==> config.mk <==
export PLATFORM = sky130hd
export DESIGN_NAME = ascii_command_frame_parser_flat
export DESIGN_NICKNAME = d
export VERILOG_FILES = /design/src/hw/rtl/acfp_pkg.sv /design/src/hw/rtl/acfp_in_if.sv /design/src/hw/rtl/acfp_out_if.sv /design/src/hw/rtl/acfp_frame_state.sv /design/src/hw/rtl/acfp_out_reg.sv /design/src/hw/rtl/ascii_command_frame_parser.sv /design/src/flat_wrapper.sv
export VERILOG_INCLUDE_DIRS = /design/src /design/src/hw/rtl
export SDC_FILE = /design/constraint.sdc
export NUM_CORES = 1
export LEC_CHECK = 0
export BUFFER_PORTS_ARGS = -buffer_cell sky130_fd_sc_hd__buf_2
export CAP_MARGIN = 25
export CORE_ASPECT_RATIO = 1.2
export CORE_MARGIN = 2
export CORE_UTILIZATION = 57
export DETAILED_ROUTE_END_ITERATION = 7
export PLACE_DENSITY = 0.78
export SYNTH_ARGS = -nofsm -noshare
export SYNTH_HDL_FRONTEND = slang
export SYNTH_SLANG_ARGS = --single-unit
export TNS_END_PERCENT = 1
==> constraint.sdc <==
create_clock -name clk -period 4.7 [get_ports clk]
set_input_delay 0.235 -clock clk [delete_from_list [all_inputs] [get_ports clk]]
set_output_delay 0.235 -clock clk [all_outputs]
set_load 0.05 [all_outputs]
==> src/hw/rtl/ascii_command_frame_parser_macros.svh <==
// Assertion macros shared by the frame parser RTL.
// Each macro expects a clock named clk and an active-low reset named arst_n
// in the module that uses it.
`ifndef ASCII_COMMAND_FRAME_PARSER_MACROS_SVH
`define ASCII_COMMAND_FRAME_PARSER_MACROS_SVH

`ifndef SYNTHESIS

// Consequent must hold in the same cycle as the antecedent.
`define ACFP_ASSERT_SAME(label, ante, cons, msg) \
	label: assert property (@(posedge clk) disable iff (!arst_n) (ante) |-> (cons)) \
		else $error(msg);

// Consequent must hold in the cycle after the antecedent.
`define ACFP_ASSERT_NEXT(label, ante, cons, msg) \
	label: assert property (@(posedge clk) disable iff (!arst_n) (ante) |=> (cons)) \
		else $error(msg);

`else

`define ACFP_ASSERT_SAME(label, ante, cons, msg)
`define ACFP_ASSERT_NEXT(label, ante, cons, msg)

`endif

`endif

==> src/hw/rtl/acfp_pkg.sv <==
package acfp_pkg;

	localparam int BUF_DEPTH = 8;
	localparam int BUF_AW    = $clog2(BUF_DEPTH);

	// Write index positions that matter to the buffer.
	localparam logic [3:0] IDX_FIRST_DATA = 4'd1;
	localparam logic [3:0] IDX_BUF_END    = 4'd8;
	localparam logic [3:0] IDX_LAST       = 4'd9;

	localparam logic [7:0] CHAR_CR   = 8'd13;
	localparam logic [7:0] CHAR_ZERO = 8'd48;
	localparam logic [7:0] CHAR_HALT = 8'h6F; // 'o'
	localparam logic [7:0] CHAR_R_UP = 8'h52; // 'R'
	localparam logic [7:0] CHAR_G_UP = 8'h47; // 'G'
	localparam logic [7:0] CHAR_R_LO = 8'h72; // 'r'
	localparam logic [7:0] CHAR_G_LO = 8'h67; // 'g'
	localparam logic [7:0] CHAR_BANG = 8'h21; // '!'
	localparam logic [7:0] CHAR_K_UP = 8'h4B; // 'K'
	localparam logic [7:0] CHAR_K_LO = 8'h6B; // 'k'
	localparam logic [7:0] CHAR_AT   = 8'h40; // '@'
	localparam logic [7:0] CHAR_Z_LO = 8'h7A; // 'z'

	localparam logic [1:0] KIND_UNKNOWN = 2'd0;
	localparam logic [1:0] KIND_PAIR    = 2'd1;
	localparam logic [1:0] KIND_HALT    = 2'd2;

	typedef struct packed {
		logic       hit;
		logic [3:0] slot;
	} slot_info_t;

	// Byte held in the input register, as seen by the frame state.
	typedef struct packed {
		logic       valid;
		logic [7:0] rx_byte;
		logic       line_error;
	} step_t;

	typedef struct packed {
		logic [1:0]  frame_kind;
		logic [3:0]  slot;
		logic [15:0] first_value;
		logic [15:0] second_value;
		logic        halt;
	} result_t;

	function automatic slot_info_t pair_slot(input logic [7:0] c);
		slot_info_t info;
		info.hit  = 1'b1;
		info.slot = 4'd0;
		case (c)
			CHAR_R_UP: info.slot = 4'd0;
			CHAR_G_UP: info.slot = 4'd1;
			CHAR_R_LO: info.slot = 4'd2;
			CHAR_G_LO: info.slot = 4'd3;
			CHAR_BANG: info.slot = 4'd4;
			CHAR_K_UP: info.slot = 4'd5;
			CHAR_K_LO: info.slot = 4'd6;
			CHAR_AT:   info.slot = 4'd7;
			CHAR_Z_LO: info.slot = 4'd8;
			default:   info.hit  = 1'b0;
		endcase
		return info;
	endfunction

	// Three characters as a decimal number; everything wraps at 16 bits.
	function automatic logic [15:0] decode3(input logic [7:0] d2, input logic [7:0] d1,
			input logic [7:0] d0);
		logic [15:0] h;
		logic [15:0] t;
		logic [15:0] u;
		h = {8'd0, d2} - {8'd0, CHAR_ZERO};
		t = {8'd0, d1} - {8'd0, CHAR_ZERO};
		u = {8'd0, d0} - {8'd0, CHAR_ZERO};
		return 16'(h * 16'd100) + 16'(t * 16'd10) + u;
	endfunction

endpackage

==> src/hw/rtl/acfp_in_if.sv <==
interface acfp_in_if;
	logic       valid;
	logic       ready;
	logic [7:0] rx_byte;
	logic       line_error;

	modport source (output valid, output rx_byte, output line_error, input ready);
	modport sink (input valid, input rx_byte, input line_error, output ready);
endinterface

==> src/hw/rtl/acfp_out_if.sv <==
interface acfp_out_if;
	logic        valid;
	logic        ready;
	logic [1:0]  frame_kind;
	logic [3:0]  slot;
	logic [15:0] first_value;
	logic [15:0] second_value;
	logic        halt;

	modport source (output valid, output frame_kind, output slot, output first_value,
		output second_value, output halt, input ready);
	modport sink (input valid, input frame_kind, input slot, input first_value,
		input second_value, input halt, output ready);
endinterface

==> src/hw/rtl/acfp_frame_state.sv <==
module acfp_frame_state (
	input  logic             clk,
	input  logic             arst_n,
	input  acfp_pkg::step_t  step,
	input  logic             commit,
	output logic             emit,
	output acfp_pkg::result_t res
);
	import acfp_pkg::*;

	logic [7:0] buf_q [BUF_DEPTH];
	logic [3:0] idx_q;
	logic       halt_q;

	slot_info_t hdr_info;
	slot_info_t in_info;
	logic       is_header;
	logic       is_cr;

	always_comb begin
		hdr_info  = pair_slot(buf_q[0]);
		in_info   = pair_slot(step.rx_byte);
		is_header = in_info.hit || (step.rx_byte == CHAR_HALT);
		is_cr     = (step.rx_byte == CHAR_CR);
		emit      = step.valid && !step.line_error && !is_header && is_cr;

		res = '0;
		res.halt = halt_q;
		if (hdr_info.hit) begin
			res.frame_kind   = KIND_PAIR;
			res.slot         = hdr_info.slot;
			res.first_value  = decode3(buf_q[1], buf_q[2], buf_q[3]);
			res.second_value = decode3(buf_q[5], buf_q[6], buf_q[7]);
			res.halt         = 1'b0;
		end else if (buf_q[0] == CHAR_HALT) begin
			res.frame_kind = KIND_HALT;
			res.halt       = 1'b1;
		end
	end

	always_ff @(posedge clk or negedge arst_n) begin
		if (!arst_n) begin
			for (int i = 0; i < BUF_DEPTH; i++) begin
				buf_q[i] <= '0;
			end
			idx_q  <= '0;
			halt_q <= 1'b0;
		end else if (commit && !step.line_error) begin
			if (is_header) begin
				buf_q[0] <= step.rx_byte;
				idx_q    <= IDX_FIRST_DATA;
			end else if (!is_cr) begin
				// Positions past the end of the buffer are counted but not stored.
				if (idx_q < IDX_BUF_END) begin
					buf_q[idx_q[BUF_AW-1:0]] <= step.rx_byte;
				end
				idx_q <= (idx_q >= IDX_LAST) ? 4'd0 : idx_q + 4'd1;
			end else begin
				halt_q <= res.halt;
			end
		end
	end

endmodule

==> src/hw/rtl/acfp_out_reg.sv <==
module acfp_out_reg (
	input  logic              clk,
	input  logic              arst_n,
	input  logic              load,
	input  acfp_pkg::result_t res,
	output logic              free,
	acfp_out_if.source        frame
);
	import acfp_pkg::*;

	logic    valid_q;
	result_t data_q;

	assign free = !valid_q || frame.ready;

	always_ff @(posedge clk or negedge arst_n) begin
		if (!arst_n) begin
			valid_q <= 1'b0;
		end else if (load) begin
			valid_q <= 1'b1;
		end else if (frame.ready) begin
			valid_q <= 1'b0;
		end
	end

	always_ff @(posedge clk) begin
		if (load) begin
			data_q <= res;
		end
	end

	assign frame.valid        = valid_q;
	assign frame.frame_kind   = data_q.frame_kind;
	assign frame.slot         = data_q.slot;
	assign frame.first_value  = data_q.first_value;
	assign frame.second_value = data_q.second_value;
	assign frame.halt         = data_q.halt;

endmodule

==> src/hw/rtl/ascii_command_frame_parser.sv <==
// Channel  Dir  Payload                                            Handshake
// rx       in   rx_byte[7:0], line_error                           valid/ready
// frame    out  frame_kind[1:0], slot[3:0], first_value[15:0],     valid/ready
//               second_value[15:0], halt
//
// One received byte is taken every cycle unless a carriage return is blocked; a
// carriage return's frame passes the input register and then the result register.
// The frame buffer and the decimal decode sit in one stage between those registers.
// arst_n clears the buffer, write index, halt flag and both valid bits at once.
// A result held by frame.ready low stalls a waiting carriage return; other bytes
// still pass, and rx.ready falls only when such a return is blocked.
`include "ascii_command_frame_parser_macros.svh"

module ascii_command_frame_parser (
	input  logic        clk,
	input  logic        arst_n,
	acfp_in_if.sink     rx,
	acfp_out_if.source  frame
);
	import acfp_pkg::*;

	// Input register: holds one received byte request.
	logic       valid_s1;
	logic [7:0] rx_byte_s1;
	logic       line_error_s1;

	step_t   step;
	logic    emit;
	logic    out_free;
	logic    advance;
	result_t res;

	assign step.valid      = valid_s1;
	assign step.rx_byte    = rx_byte_s1;
	assign step.line_error = line_error_s1;

	// A byte that makes no frame always leaves the input register; a carriage
	// return waits until the result register can take its frame.
	assign advance  = valid_s1 && (!emit || out_free);
	assign rx.ready = !valid_s1 || advance;

	always_ff @(posedge clk or negedge arst_n) begin
		if (!arst_n) begin
			valid_s1 <= 1'b0;
		end else if (rx.ready) begin
			valid_s1 <= rx.valid;
		end
	end

	always_ff @(posedge clk) begin
		if (rx.valid && rx.ready) begin
			rx_byte_s1    <= rx.rx_byte;
			line_error_s1 <= rx.line_error;
		end
	end

	// Frame buffer, write index and halt flag; decodes the frame on a return.
	acfp_frame_state u_state (
		.clk    (clk),
		.arst_n (arst_n),
		.step   (step),
		.commit (advance),
		.emit   (emit),
		.res    (res)
	);

	// Result register, which lets input continue while a frame waits.
	acfp_out_reg u_out (
		.clk    (clk),
		.arst_n (arst_n),
		.load   (advance && emit),
		.res    (res),
		.free   (out_free),
		.frame  (frame)
	);

	// A held frame is never overwritten by a new one.
	`ACFP_ASSERT_SAME(a_no_overwrite, frame.valid && !frame.ready, !(advance && emit), "frame overwritten while stalled")
	// Only value pair frames carry a slot and values.
	`ACFP_ASSERT_SAME(a_plain_zero, frame.valid && frame.frame_kind != KIND_PAIR, frame.slot == 4'd0 && frame.first_value == 16'd0 && frame.second_value == 16'd0, "non-pair frame carries data")
	// The halt flag follows the frame that set or cleared it.
	`ACFP_ASSERT_SAME(a_halt_kind, frame.valid && (frame.frame_kind == KIND_HALT || frame.frame_kind == KIND_PAIR), frame.halt == (frame.frame_kind == KIND_HALT), "halt flag disagrees with frame kind")
	// A loaded frame is presented in the next cycle.
	`ACFP_ASSERT_NEXT(a_load_shows, advance && emit, frame.valid, "loaded frame not presented")

endmodule

==> src/flat_wrapper.sv <==
// flat-port wrapper written by rule: the top's interface ports become plain ports
module ascii_command_frame_parser_flat import acfp_pkg::*;
  (clk, arst_n, rx_valid, rx_rx_byte, rx_line_error, rx_ready, frame_valid, frame_frame_kind, frame_slot, frame_first_value, frame_second_value, frame_halt, frame_ready);
  acfp_in_if rx_i ();
  acfp_out_if frame_i ();
  input  logic clk;
  input  logic arst_n;
  input wire logic [$bits(rx_i.valid)-1:0] rx_valid;
  input wire logic [$bits(rx_i.rx_byte)-1:0] rx_rx_byte;
  input wire logic [$bits(rx_i.line_error)-1:0] rx_line_error;
  output wire logic [$bits(rx_i.ready)-1:0] rx_ready;
  output wire logic [$bits(frame_i.valid)-1:0] frame_valid;
  output wire logic [$bits(frame_i.frame_kind)-1:0] frame_frame_kind;
  output wire logic [$bits(frame_i.slot)-1:0] frame_slot;
  output wire logic [$bits(frame_i.first_value)-1:0] frame_first_value;
  output wire logic [$bits(frame_i.second_value)-1:0] frame_second_value;
  output wire logic [$bits(frame_i.halt)-1:0] frame_halt;
  input wire logic [$bits(frame_i.ready)-1:0] frame_ready;
  assign rx_i.valid = rx_valid;
  assign rx_i.rx_byte = rx_rx_byte;
  assign rx_i.line_error = rx_line_error;
  assign rx_ready = rx_i.ready;
  assign frame_valid = frame_i.valid;
  assign frame_frame_kind = frame_i.frame_kind;
  assign frame_slot = frame_i.slot;
  assign frame_first_value = frame_i.first_value;
  assign frame_second_value = frame_i.second_value;
  assign frame_halt = frame_i.halt;
  assign frame_i.ready = frame_ready;
  ascii_command_frame_parser u_core (.clk(clk), .arst_n(arst_n), .rx(rx_i), .frame(frame_i));
endmodule
==> results of run 1 <==
## Yosys cell counts (3+ instances only)
cell and instances:
edfxtp_1 48, clkbuf_1 11, o21bai_1 5, a21boi_0 6, ha_1 121, nand3b_1 4
a21o_1 10, nor4_1 7, nor2_1 49, nor3_1 15, inv_1 138, nand2_1 27
nand2b_1 7, fa_1 47, nand3_1 5, nand4_1 3, and3_1 3, xnor2_1 34
or3_1 4, a21oi_1 42, o21a_1 11, mux2_2 55, a211oi_1 4, and2_1 5
nor2b_1 19, o22ai_1 3, xor2_1 35, dfrtp_1 63, a31oi_1 4, o21ai_0 24
a211o_1 4
## state kept, by name, indices dropped and copies added (netlist names), 2 cells and up
register	count
u_core.rx_byte_s1	8
u_core.u_out.frame.first_value	16
u_core.u_out.frame.frame_kind	2
u_core.u_out.frame.second_value	16
u_core.u_out.frame.slot	4
u_core.u_state.buf_q	56
u_core.u_state.idx_q	4
## area by class of cell
cell class	count	area [um2]
clock buffer	10	250
clock inverter	6	67.6
fill	1060	4730
inverter	138	518
multi-input combinational	591	5950
sequential	111	3030
tap	208	260
timing repair buffer	118	777
## through the flow
step	hold slack [ns]	utilization	setup TNS (ns)	std cells
floorplan	-0.0606	-	-0.00821	855
global placement	0.413	0.641	-0.0572	1156
detailed placement	0.414	0.642	-0.572	1157
CTS	0.0264	0.678	-0.00564	1177
global route	0.0245	0.696	-0.942	1182
finish	0.0287	0.696	-0.0726	1182
## critical path: stages (launching register included)
cell and delay (ns):
dfrtp_2 0.45, inv_2 0.09, ha_4 0.20, buf_4 0.13
xor2_1 0.15, ha_1 0.27, inv_1 0.05, fa_1 0.49
inv_1 0.08, ha_4 0.30, inv_2 0.06, o21ba_2 0.21
xor2_1 0.16, fa_1 0.51, inv_1 0.06, ha_4 0.28
and3_4 0.18, nand4_1 0.14, a31oi_2 0.26, nor3_2 0.07
or3_1 0.33, a21oi_1 0.15
## cell usage in the layout, fill, tap and decap left out, drive strengths merged, types with 19 or more instances in the layout
cell type	instances
inv	141
ha	121
buf	118
dfrtp	63
mux2	56
nor2	50
edfxtp	48
fa	47
a21oi	42
xor2	35
xnor2	34
nand2	27
o21ai	25
nor2b	19
nor3	19
## worst max path at each step
| stage | from | end | slack [ns] | depth (start not counted) |
|---|---|---|---|---|
| after CTS | u_core.u_state.buf_q[53] | u_core.u_out.frame.first_value[15] | -0.006 | 20 |
| final | u_core.u_state.buf_q[52] | u_core.u_out.frame.first_value[15] | -0.07 | 21 |
| after floorplan | u_core.u_state.buf_q[52] | u_core.u_out.frame.first_value[15] | -0.008 | 22 |
| after global placement | u_core.u_state.buf_q[52] | u_core.u_out.frame.first_value[15] | -0.06 | 22 |
| after detailed placement | u_core.u_state.buf_q[52] | u_core.u_out.frame.first_value[15] | -0.27 | 22 |
| after global routing | u_core.u_state.buf_q[52] | u_core.u_out.frame.first_value[15] | -0.28 | 23 |
## logic make-up after synthesis
kind of cell | count (synthesis)
and+or+nand+nor | 169
adders and majority gates | 168
buffers and inverters | 153
AOI/OAI and AO/OA | 128
DFF | 111
xor gates and xnor gates | 70
muxes | 56
## per-layer routing
| layer | track usage | share of wire | up-vias |
|---|---|---|---|
| met1 | 0.275 | 0.43 | 3190 |
| met5 | 0 | 0 | - |
| met3 | 0.0349 | 0.027 | 30 |
| met2 | 0.414 | 0.52 | 115 |
| met4 | 0.0727 | 0.020 | 0 |
| li1 | - | - | 3142 |
## what timing repair did
action	in CTS	in global routing
endpoints found under the setup margin	3	7
setup buffers	4	5
pin swaps	24	46
gates resized for setup	36	52
==> flow_summary_export.csv, run 1 <==
group,metric,value,unit
critical_path,critical_path_required,4.92,ns
run,maxCapViolCount,0,
sta,setup_viol,1,
detailed_routing,vias,6477,
clocking,numCtsBuffers,9,
floorplan,start_util,0.584,
floorplan,die-height,142,um
yosys,synthMuxAreaShare,0.0694,
critical_path,endpoint_kind,"register",
clocking,cts_root_buf,"clkbuf_16",
outcome,violations,"setup timing",
floorplan,row_count,50,
place,hpwl,13500,um
yosys,synthArstFlopShare,0.568,
yosys,synth_compound_area_frac,0.0893,
floorplan,io_pins,54,
yosys,seq_area_frac_synth,0.332,
grt,grt.overflow.total,0,
detailed_routing,ant_nets,0,
place,placed_cell_area,10000,um2
yosys,syn_inst,855,
critical_path,cp.arrival,4.99,ns
sta,fin_ws,-0.0726,ns
yosys,ys_top_cells_by_area,"dfrtp_1 (17%), ha_1 (17%), edfxtp_1 (16%)",
yosys,synth_top_cell_area_share,0.173,
yosys,synthSimpleGateAreaFrac,0.106,
yosys,synth-xor-area-share,0.0690,
yosys,synthAdderAreaFrac,0.270,
sta,fmax,210,MHz
grt,antenna_found_initial,0,
sta,hold_viol_final,0,
critical_path,cp-start-kind,"register",
sta,slew_violations,0,
yosys,ys_ff_latch,111,
place,place_ws,-0.275,ns
finish,postLayoutCellArea,10800,um2
finish,diodes,0,
yosys,synth_top_family_by_area,"adder cells",
finish,fin_nets,1150,
sta,tightest_slew,0.815,ns
yosys,yosys_warnings,0,
yosys,synth_cell_types,64,
grt,grt_pass1_wl,30800,um
critical_path,r2r_slack,-0.07,ns
grt,first_global_vias,6700,
yosys,avgSynthCellArea,10.6,um2
clocking,clk_latency,0.37,ns
critical_path,crit_type,"reg -> reg",
clocking,clkTransAtPathRegs,0.08,ns
detailed_routing,first_pass_iters,4,
yosys,synth_flop_cell,"dfrtp_1",
critical_path,crit_fanout,5,
sta,clock_skew,0.0138,ns
sta,period_minus_slack,4.77,ns
detailed_routing,avgViaCountPerCell,5.48,
detailed_routing,drt_wl_total,18400,um
grt,grt_max_degree,64,
clocking,cts_hold_buf,0,
clocking,cts_buffer_depth,2,
floorplan,die_w,119,um
clocking,cts_tree,"yes",
critical_path,reg2reg_from,"u_core.u_state.buf_q[52]",
floorplan,core-area,15600,um2
clocking,cts_max_level,3,
sta,slew_headroom,0.456,
yosys,synth_top_cell_by_area,"dfrtp_1",
place,gp_congestion,0.885,
yosys,netlist_area,9090,um2
finish,syn_to_final_growth,19.3,%
detailed_routing,first_iter_violations,249,
detailed_routing,routedWlPerCell,15.6,um
finish,drive_above_1_share,0.281,
yosys,synth_nets,1036,
detailed_routing,drc,0,
critical_path,r2r-end,"u_core.u_out.frame.first_value[15]",
yosys,synth_edf_count,48,
outcome,status,"finished, violations left",
worst_hold_path,hold_path_class,"in -> async",
critical_path,rr_worst_depth,21,
place,portBuffers,53,
floorplan,die_area,17000,um2
grt,grt_usage,0.227,
sta,fin_crit_sh,1.02,
clocking,cts_sinks,111,
sta,grt_setup_unrepaired,"yes",
Power of run 1 is left out: the tool's default activity adds up to more than one toggle a clock period on the data nets, which glitch-free logic cannot reach.
==> inputs of run 2 (changes only) <==
- CORE_UTILIZATION: 57 -> 58
- CTS_BUF_LIST: default -> sky130_fd_sc_hd__clkbuf_2 sky130_fd_sc_hd__clkbuf_4 sky130_fd_sc_hd__clkbuf_8
- PLACE_DENSITY: 0.78 -> 0.8
- SYNTH_HIERARCHICAL: default -> 1
==> run 2 against run 1 <==
- the run ends with hold timing, setup timing left
- setup slack worse by 0.075 ns
- hold slack lost 0.042 ns
- critical path depth fell by 1
- largest cell class unchanged
- non-clock buffer count is 9 lower
- register-to-register slack worse by 0.07 ns
- cell count increased by 0.34%
- via count is 1.5% lower
- count of clock-buffer cells in the layout decreased by 1
- critical path type unchanged
- utilization down 1.8 points
- synthesized cell count grew 1.8%
==> flow_summary_export.csv, run 2 <==
group,metric,value,unit
finish,syn_to_final_growth,14.6,%
sta,setup_viol,2,
yosys,synthArstFlopShare,0.568,
critical_path,endpoint_kind,"register",
sta,slew_violations,0,
yosys,synth_flop_cell,"dfrtp_1",
detailed_routing,first_iter_violations,367,
yosys,avgSynthCellArea,10.6,um2
grt,grt_usage,0.221,
yosys,synth_cell_types,70,
critical_path,critical_path_required,4.84,ns
detailed_routing,vias,6377,
sta,slew_headroom,0.361,
sta,fmax,206,MHz
critical_path,cp.arrival,4.99,ns
clocking,cts_buffer_depth,2,
finish,diodes,0,
floorplan,row_count,50,
detailed_routing,drc,0,
floorplan,die_w,119,um
clocking,numCtsBuffers,9,
finish,layout_commonest_cell,"inv_1",
outcome,violations,"hold timing, setup timing",
floorplan,io_pins,54,
sta,clock_skew,0.0145,ns
finish,final.fill_count,1154,
yosys,ys_top_cells_by_count,"inv_1 (127), ha_1 (117), dfrtp_1 (63)",
grt,grt_pass1_wl,29900,um
yosys,synth_nets,1046,
floorplan,start_util,0.592,
detailed_routing,wl_met2,8520,um
run,maxCapViolCount,0,
sta,period_minus_slack,4.85,ns
floorplan,die-height,142,um
place,portBuffers,53,
clocking,clkTransAtPathRegs,0.11,ns
yosys,ys_top_cells_by_area,"dfrtp_1 (17%), ha_1 (16%), edfxtp_1 (16%)",
detailed_routing,wl_met1,8180,um
clocking,clk_latency,0.39,ns
yosys,synth_edf_count,48,
sta,tightest_slew,0.958,ns
clocking,cts_sinks,111,
yosys,synth_top_cell_by_area,"dfrtp_1",
grt,grt.overflow.total,0,
yosys,syn_inst,870,
finish,regMostFlops,"u_core/u_state/buf_q",
yosys,netlist_area,9220,um2
finish,largest_reg_flops,56,
critical_path,crit_fanout,5,
yosys,seq_area_frac_synth,0.327,
sta,grt_setup_unrepaired,"yes",
yosys,post-synth-top-count-cell,"inv_1",
detailed_routing,routed-wl-met3,575,um
clocking,cts_root_buf,"clkbuf_8",
detailed_routing,drt_wl_total,17800,um
finish,final_cell_mix,"inv_1 (122), ha_1 (109), dfrtp_1 (58), nor2_1 (55), buf_2 (53)",
sta,whs,-0.0134,ns
critical_path,cp-start-kind,"register",
yosys,yosys_warnings,6,
detailed_routing,ant_nets,0,
place,gp_congestion,0.900,
yosys,ys_ff_latch,111,
outcome,status,"finished, violations left",
grt,grt_max_degree,64,
floorplan,die_area,16900,um2
worst_hold_path,hold_path_class,"in -> async",
floorplan,core-area,15600,um2
place,hpwl,13600,um
finish,fin_nets,1149,
sta,fin_crit_sh,1.03,
sta,hold_viol_final,5,
yosys,synth_top_cell_area_share,0.171,
detailed_routing,avgViaCountPerCell,5.38,
grt,antenna_found_initial,0,
detailed_routing,highest_layer,"met4",
detailed_routing,routedWlPerCell,15.0,um
detailed_routing,first_pass_iters,4,
sta,fin_ws,-0.147,ns
finish,drive_above_1_share,0.229,
clocking,cts_tree,"yes",
clocking,cts_max_level,3,
grt,first_global_vias,6470,
critical_path,crit_type,"reg -> reg",
run 2: changes by cell type after synthesis, moves of 6 or more:
cell / change
nor3_1: -8
nor2_1: +6
mux2_4: +9
o21ai_0: +7
o21a_1: -6
and3_1: +6
mux2_1: +17
inv_1: -11
nand2b_1: +6
mux2_2: -22
buf_2: +6
run 2: area by class of cell:
class	instances	area (um2)	share of cell area
timing repair buffer	109	712	0.0673
clock inverter	7	60.1	0.00568
multi-input combinational	614	5900	0.558
clock buffer	9	124	0.0117
tap	208	260	0.0246
inverter	128	493	0.0466
sequential	111	3020	0.286
run 2: repair_timing:
item	in CTS	in global routing
hold endpoints to repair	9	0
resized for setup	20	24
pin swaps	21	11
hold buffers	9	0
endpoints found under the setup margin	4	6
setup buffers	4	2
run 2: through the flow:
stage,cell area (um2),utilization,instances,worst slack [ns],TNS (ns)
floorplan,9310,-,870,0.00543,0
global placement,10100,0.646,1155,-0.0484,-0.0484
detailed placement,10100,0.646,1155,-0.169,-0.340
CTS,10500,0.671,1184,-0.113,-0.206
global route,10600,0.679,1186,-0.291,-0.959
finish,10600,0.679,1186,-0.147,-0.161
run 2: critical path, cell delays in order, from the launching register on:
cell and delay (ns):
dfrtp_2 0.48, inv_2 0.11, ha_4 0.20, xor2_1 0.14, ha_1 0.28, inv_1 0.05, fa_1 0.52, inv_1 0.07
ha_1 0.33, inv_2 0.07, o21bai_2 0.19, a21oi_4 0.08, o21ai_2 0.16, xnor2_2 0.10, fa_2 0.39, xnor2_4 0.17
mux2_4 0.32, a311oi_2 0.23, o2111ai_2 0.16, xnor2_1 0.20, mux2_2 0.36
run 2: path summary, 6_finish.rpt:
check	endpoint	slack, ns	startpoint	cells after the start
setup / recovery	u_core/u_out/frame.first_value[15]	-0.15	u_core/u_state/buf_q[52]	20
min in group clk	u_core/valid_s1	0.05	rx_valid	2
setup reg to reg	u_core/u_out/frame.first_value[15]	-0.15	u_core/u_state/buf_q[52]	20
hold / removal	u_core/valid_s1	-0.01	arst_n	2
hold reg to reg	u_core/u_state/buf_q[0]	0.52	u_core/u_state/buf_q[0]	1
max in group asynchronous	u_core/u_state/buf_q[54]	4.14	arst_n	2
run 2: cells by family (layout without fill, tap and decap cells):
logic type,count (synthesis),after routing,share of synthesized area
simple gates,183,183,0.108
flops,111,111,0.327
buf+inv,145,253,0.0624
mux,61,61,0.0780
fa+ha+maj,163,163,0.259
compound gates,135,135,0.0948
xor+xnor,72,72,0.0707
run 2: metal layers:
| layer | vias to the layer above | track usage |
|---|---|---|
| met2 | 128 | 0.382 |
| met4 | 0 | 0.0783 |
| li1 | 3172 | - |
| met1 | 3044 | 0.288 |
| met3 | 33 | 0.0260 |
| met5 | - | 0 |
Power of run 2 is left out for the same reason.
==> inputs of run 3 (changes only) <==
- ABC_AREA: default -> 1
- PLACE_DENSITY: 0.8 -> 0.79
==> run 3 against run 2 <==
- highest routed layer unchanged
- fmax up 4.7%
- critical path type unchanged
- the run ends with hold timing left
- cell area increased by 2.8%
- die area up 0.92%
==> flow_summary_export.csv, run 3 <==
group,metric,value,unit
floorplan,core-area,15600,um2
grt,antenna_found_initial,0,
yosys,synthSimpleGateAreaFrac,0.178,
floorplan,die-height,143,um
clocking,cts_max_level,3,
yosys,synth_flop_cell,"dfrtp_1",
place,portBuffers,53,
yosys,yosys_warnings,6,
run,maxCapViolCount,0,
finish,fin_nets,1357,
finish,layout_commonest_cell,"nand2_1",
yosys,synth_top_cell_area_share,0.169,
yosys,ys_top_cells_by_area,"dfrtp_1 (17%), ha_1 (16%), edfxtp_1 (15%)",
yosys,ys_top_cells_by_count,"nand2_1 (212), inv_1 (203), ha_1 (117)",
detailed_routing,drc,0,
clocking,numCtsBuffers,9,
yosys,synth_top_family_by_area,"adder cells",
outcome,violations,"hold timing",
detailed_routing,avgViaCountPerCell,5.39,
yosys,netlist_area,9310,um2
sta,clock_skew,0.0145,ns
yosys,synthArstFlopShare,0.568,
detailed_routing,vias,7507,
place,gp_congestion,0.880,
critical_path,crit_fanout,5,
grt,grt_pass1_wl,31200,um
detailed_routing,ant_nets,0,
finish,multi_input_area,5900,um2
critical_path,cp.arrival,4.78,ns
place,hpwl,14400,um
yosys,synthAdderAreaFrac,0.256,
floorplan,start_util,0.595,
sta,whs,-0.0236,ns
yosys,syn_inst,1076,
place,place_ws,-0.195,ns
grt,grt_max_degree,64,
sta,fin_crit_sh,0.985,
outcome,status,"finished, violations left",
critical_path,cp-start-kind,"register",
sta,slew_violations,0,
finish,largest_reg_flops,56,
floorplan,die_w,120,um
finish,regMostFlops,"u_core/u_state/buf_q",
yosys,synth-xor-area-share,0.0480,
clocking,clk_latency,0.39,ns
sta,tightest_slew,0.784,ns
yosys,synth_top_cell_by_area,"dfrtp_1",
finish,drive_above_1_share,0.190,
sta,hold_viol_final,10,
clocking,cts_root_buf,"clkbuf_8",
finish,seq_area,3020,um2
clocking,cts_sinks,111,
yosys,synth_edf_count,48,
yosys,avgSynthCellArea,8.65,um2
clocking,cts_tree,"yes",
clocking,clkTransAtPathRegs,0.11,ns
yosys,synth_cell_types,39,
yosys,synth_compound_area_frac,0.0984,
yosys,synth_nets,1252,
sta,slew_headroom,0.477,
yosys,seq_area_frac_synth,0.324,
sta,fin_ws,0.0715,ns
finish,syn_to_final_growth,16.7,%
critical_path,critical_path_required,4.85,ns
finish,final.fill_count,1206,
clocking,cts_buffer_depth,2,
detailed_routing,first_pass_iters,5,
detailed_routing,first_iter_violations,410,
floorplan,io_pins,54,
grt,grt.overflow.total,0,
detailed_routing,drt_wl_total,20400,um
sta,setup_viol,0,
critical_path,endpoint_kind,"register",
floorplan,row_count,50,
finish,diodes,0,
finish,final_cell_mix,"nand2_1 (201), inv_1 (187), ha_1 (88), dfrtp_1 (58), nor2_1 (58)",
yosys,ys_ff_latch,111,
floorplan,die_area,17100,um2
sta,period_minus_slack,4.63,ns
sta,fmax,216,MHz
worst_hold_path,hold_path_class,"in -> async",
critical_path,crit_type,"reg -> reg",
detailed_routing,routedWlPerCell,14.6,um
yosys,post-synth-top-count-cell,"nand2_1",
grt,grt_usage,0.228,
finish,final_core_util,0.695,
grt,first_global_vias,7082,
yosys,synthMuxAreaShare,0,
==> run 3: cell types whose count changed in the layout (fill, tap and decap cells not counted), moves of 16 or more <==
cell,change
mux2_2,-33
o21ai_1,+44
mux2_1,-18
xnor2_1,-16
ha_4,+19
inv_1,+65
nand3_1,+43
ha_1,-21
nand2_1,+171
a21oi_1,+22
==> run 3: layer usage <==
metal  vias up  share of wire  global-route usage  routed length [um]
li1       3712              -                   -                   -
met1      3577           0.39               0.262                8050
met2       178           0.54               0.430               11100
met3        40          0.033              0.0252                 667
met4         0          0.028              0.0972                 578
met5         -              0                   0                   0
==> run 3: area by class of cell <==
cell class,count,share of cell area
multi-input cells,749,0.543
flip-flops and latches,111,0.278
inverters,206,0.0714
repair buffers,104,0.0618
well taps,208,0.0239
clock buffers,10,0.0121
clock inverters,6,0.00944
==> run 3: repair_timing <==
| item | CTS | global route |
|---|---|---|
| hold endpoints to repair | 8 | 0 |
| setup endpoints to repair | 4 | 7 |
| setup buffers | 4 | 12 |
| pin swaps | 6 | 52 |
| resized for setup | 15 | 77 |
| hold buffers | 8 | 0 |
==> run 3: logic make-up (layout without fill, tap and decap cells) <==
logic type,count (synthesis),in the layout
simple gates,369,369
buf+inv,216,326
compound gates,166,166
fa+ha+maj,163,163
flops,111,111
xor+xnor,51,51
==> run 3: worst max-delay path, stage by stage (launching register included) <==
cell     delay, ns
dfrtp_2       0.49
ha_4          0.19
nand2_1       0.12
nand2_4       0.09
buf_4         0.14
buf_4         0.13
fa_1          0.49
ha_4          0.28
nand3_1       0.11
nand2_1       0.07
nand2_1       0.10
nand2_1       0.10
nand2_2       0.07
nand2_2       0.05
buf_4         0.13
xnor2_1       0.13
fa_1          0.50
inv_1         0.04
ha_1          0.36
a21oi_1       0.25
o31ai_1       0.09
a21oi_1       0.17
o21ai_2       0.09
a21oi_1       0.14
nor2_1        0.07
==> run 3: path summary, 6_finish.rpt <==
check                                    startpoint                                  to  slack [ns]  cells after the start
setup reg to reg           u_core/u_state/buf_q[53]  u_core/u_out/frame.first_value[15]        0.07                     24
max in group asynchronous                    arst_n            u_core/u_state/buf_q[51]        4.13                      2
hold reg to reg             u_core/u_state/buf_q[0]             u_core/u_state/buf_q[0]        0.51                      2
hold / removal                               arst_n                     u_core/valid_s1       -0.02                      2
min in group clk                      rx_rx_byte[0]                u_core/rx_byte_s1[0]        0.02                      1
setup / recovery           u_core/u_state/buf_q[53]  u_core/u_out/frame.first_value[15]        0.07                     24
==> run 3: per-stage QoR <==
stage	setup TNS [ns]	cell area (um2)	cells
detailed placement	-0.387	9930	1354
floorplan	0	9310	1076
global route	-0.397	10900	1394
finish	0	10900	1394
CTS	-0.0102	10400	1382
global placement	0	9930	1354
Power of run 3 is left out for the same reason.
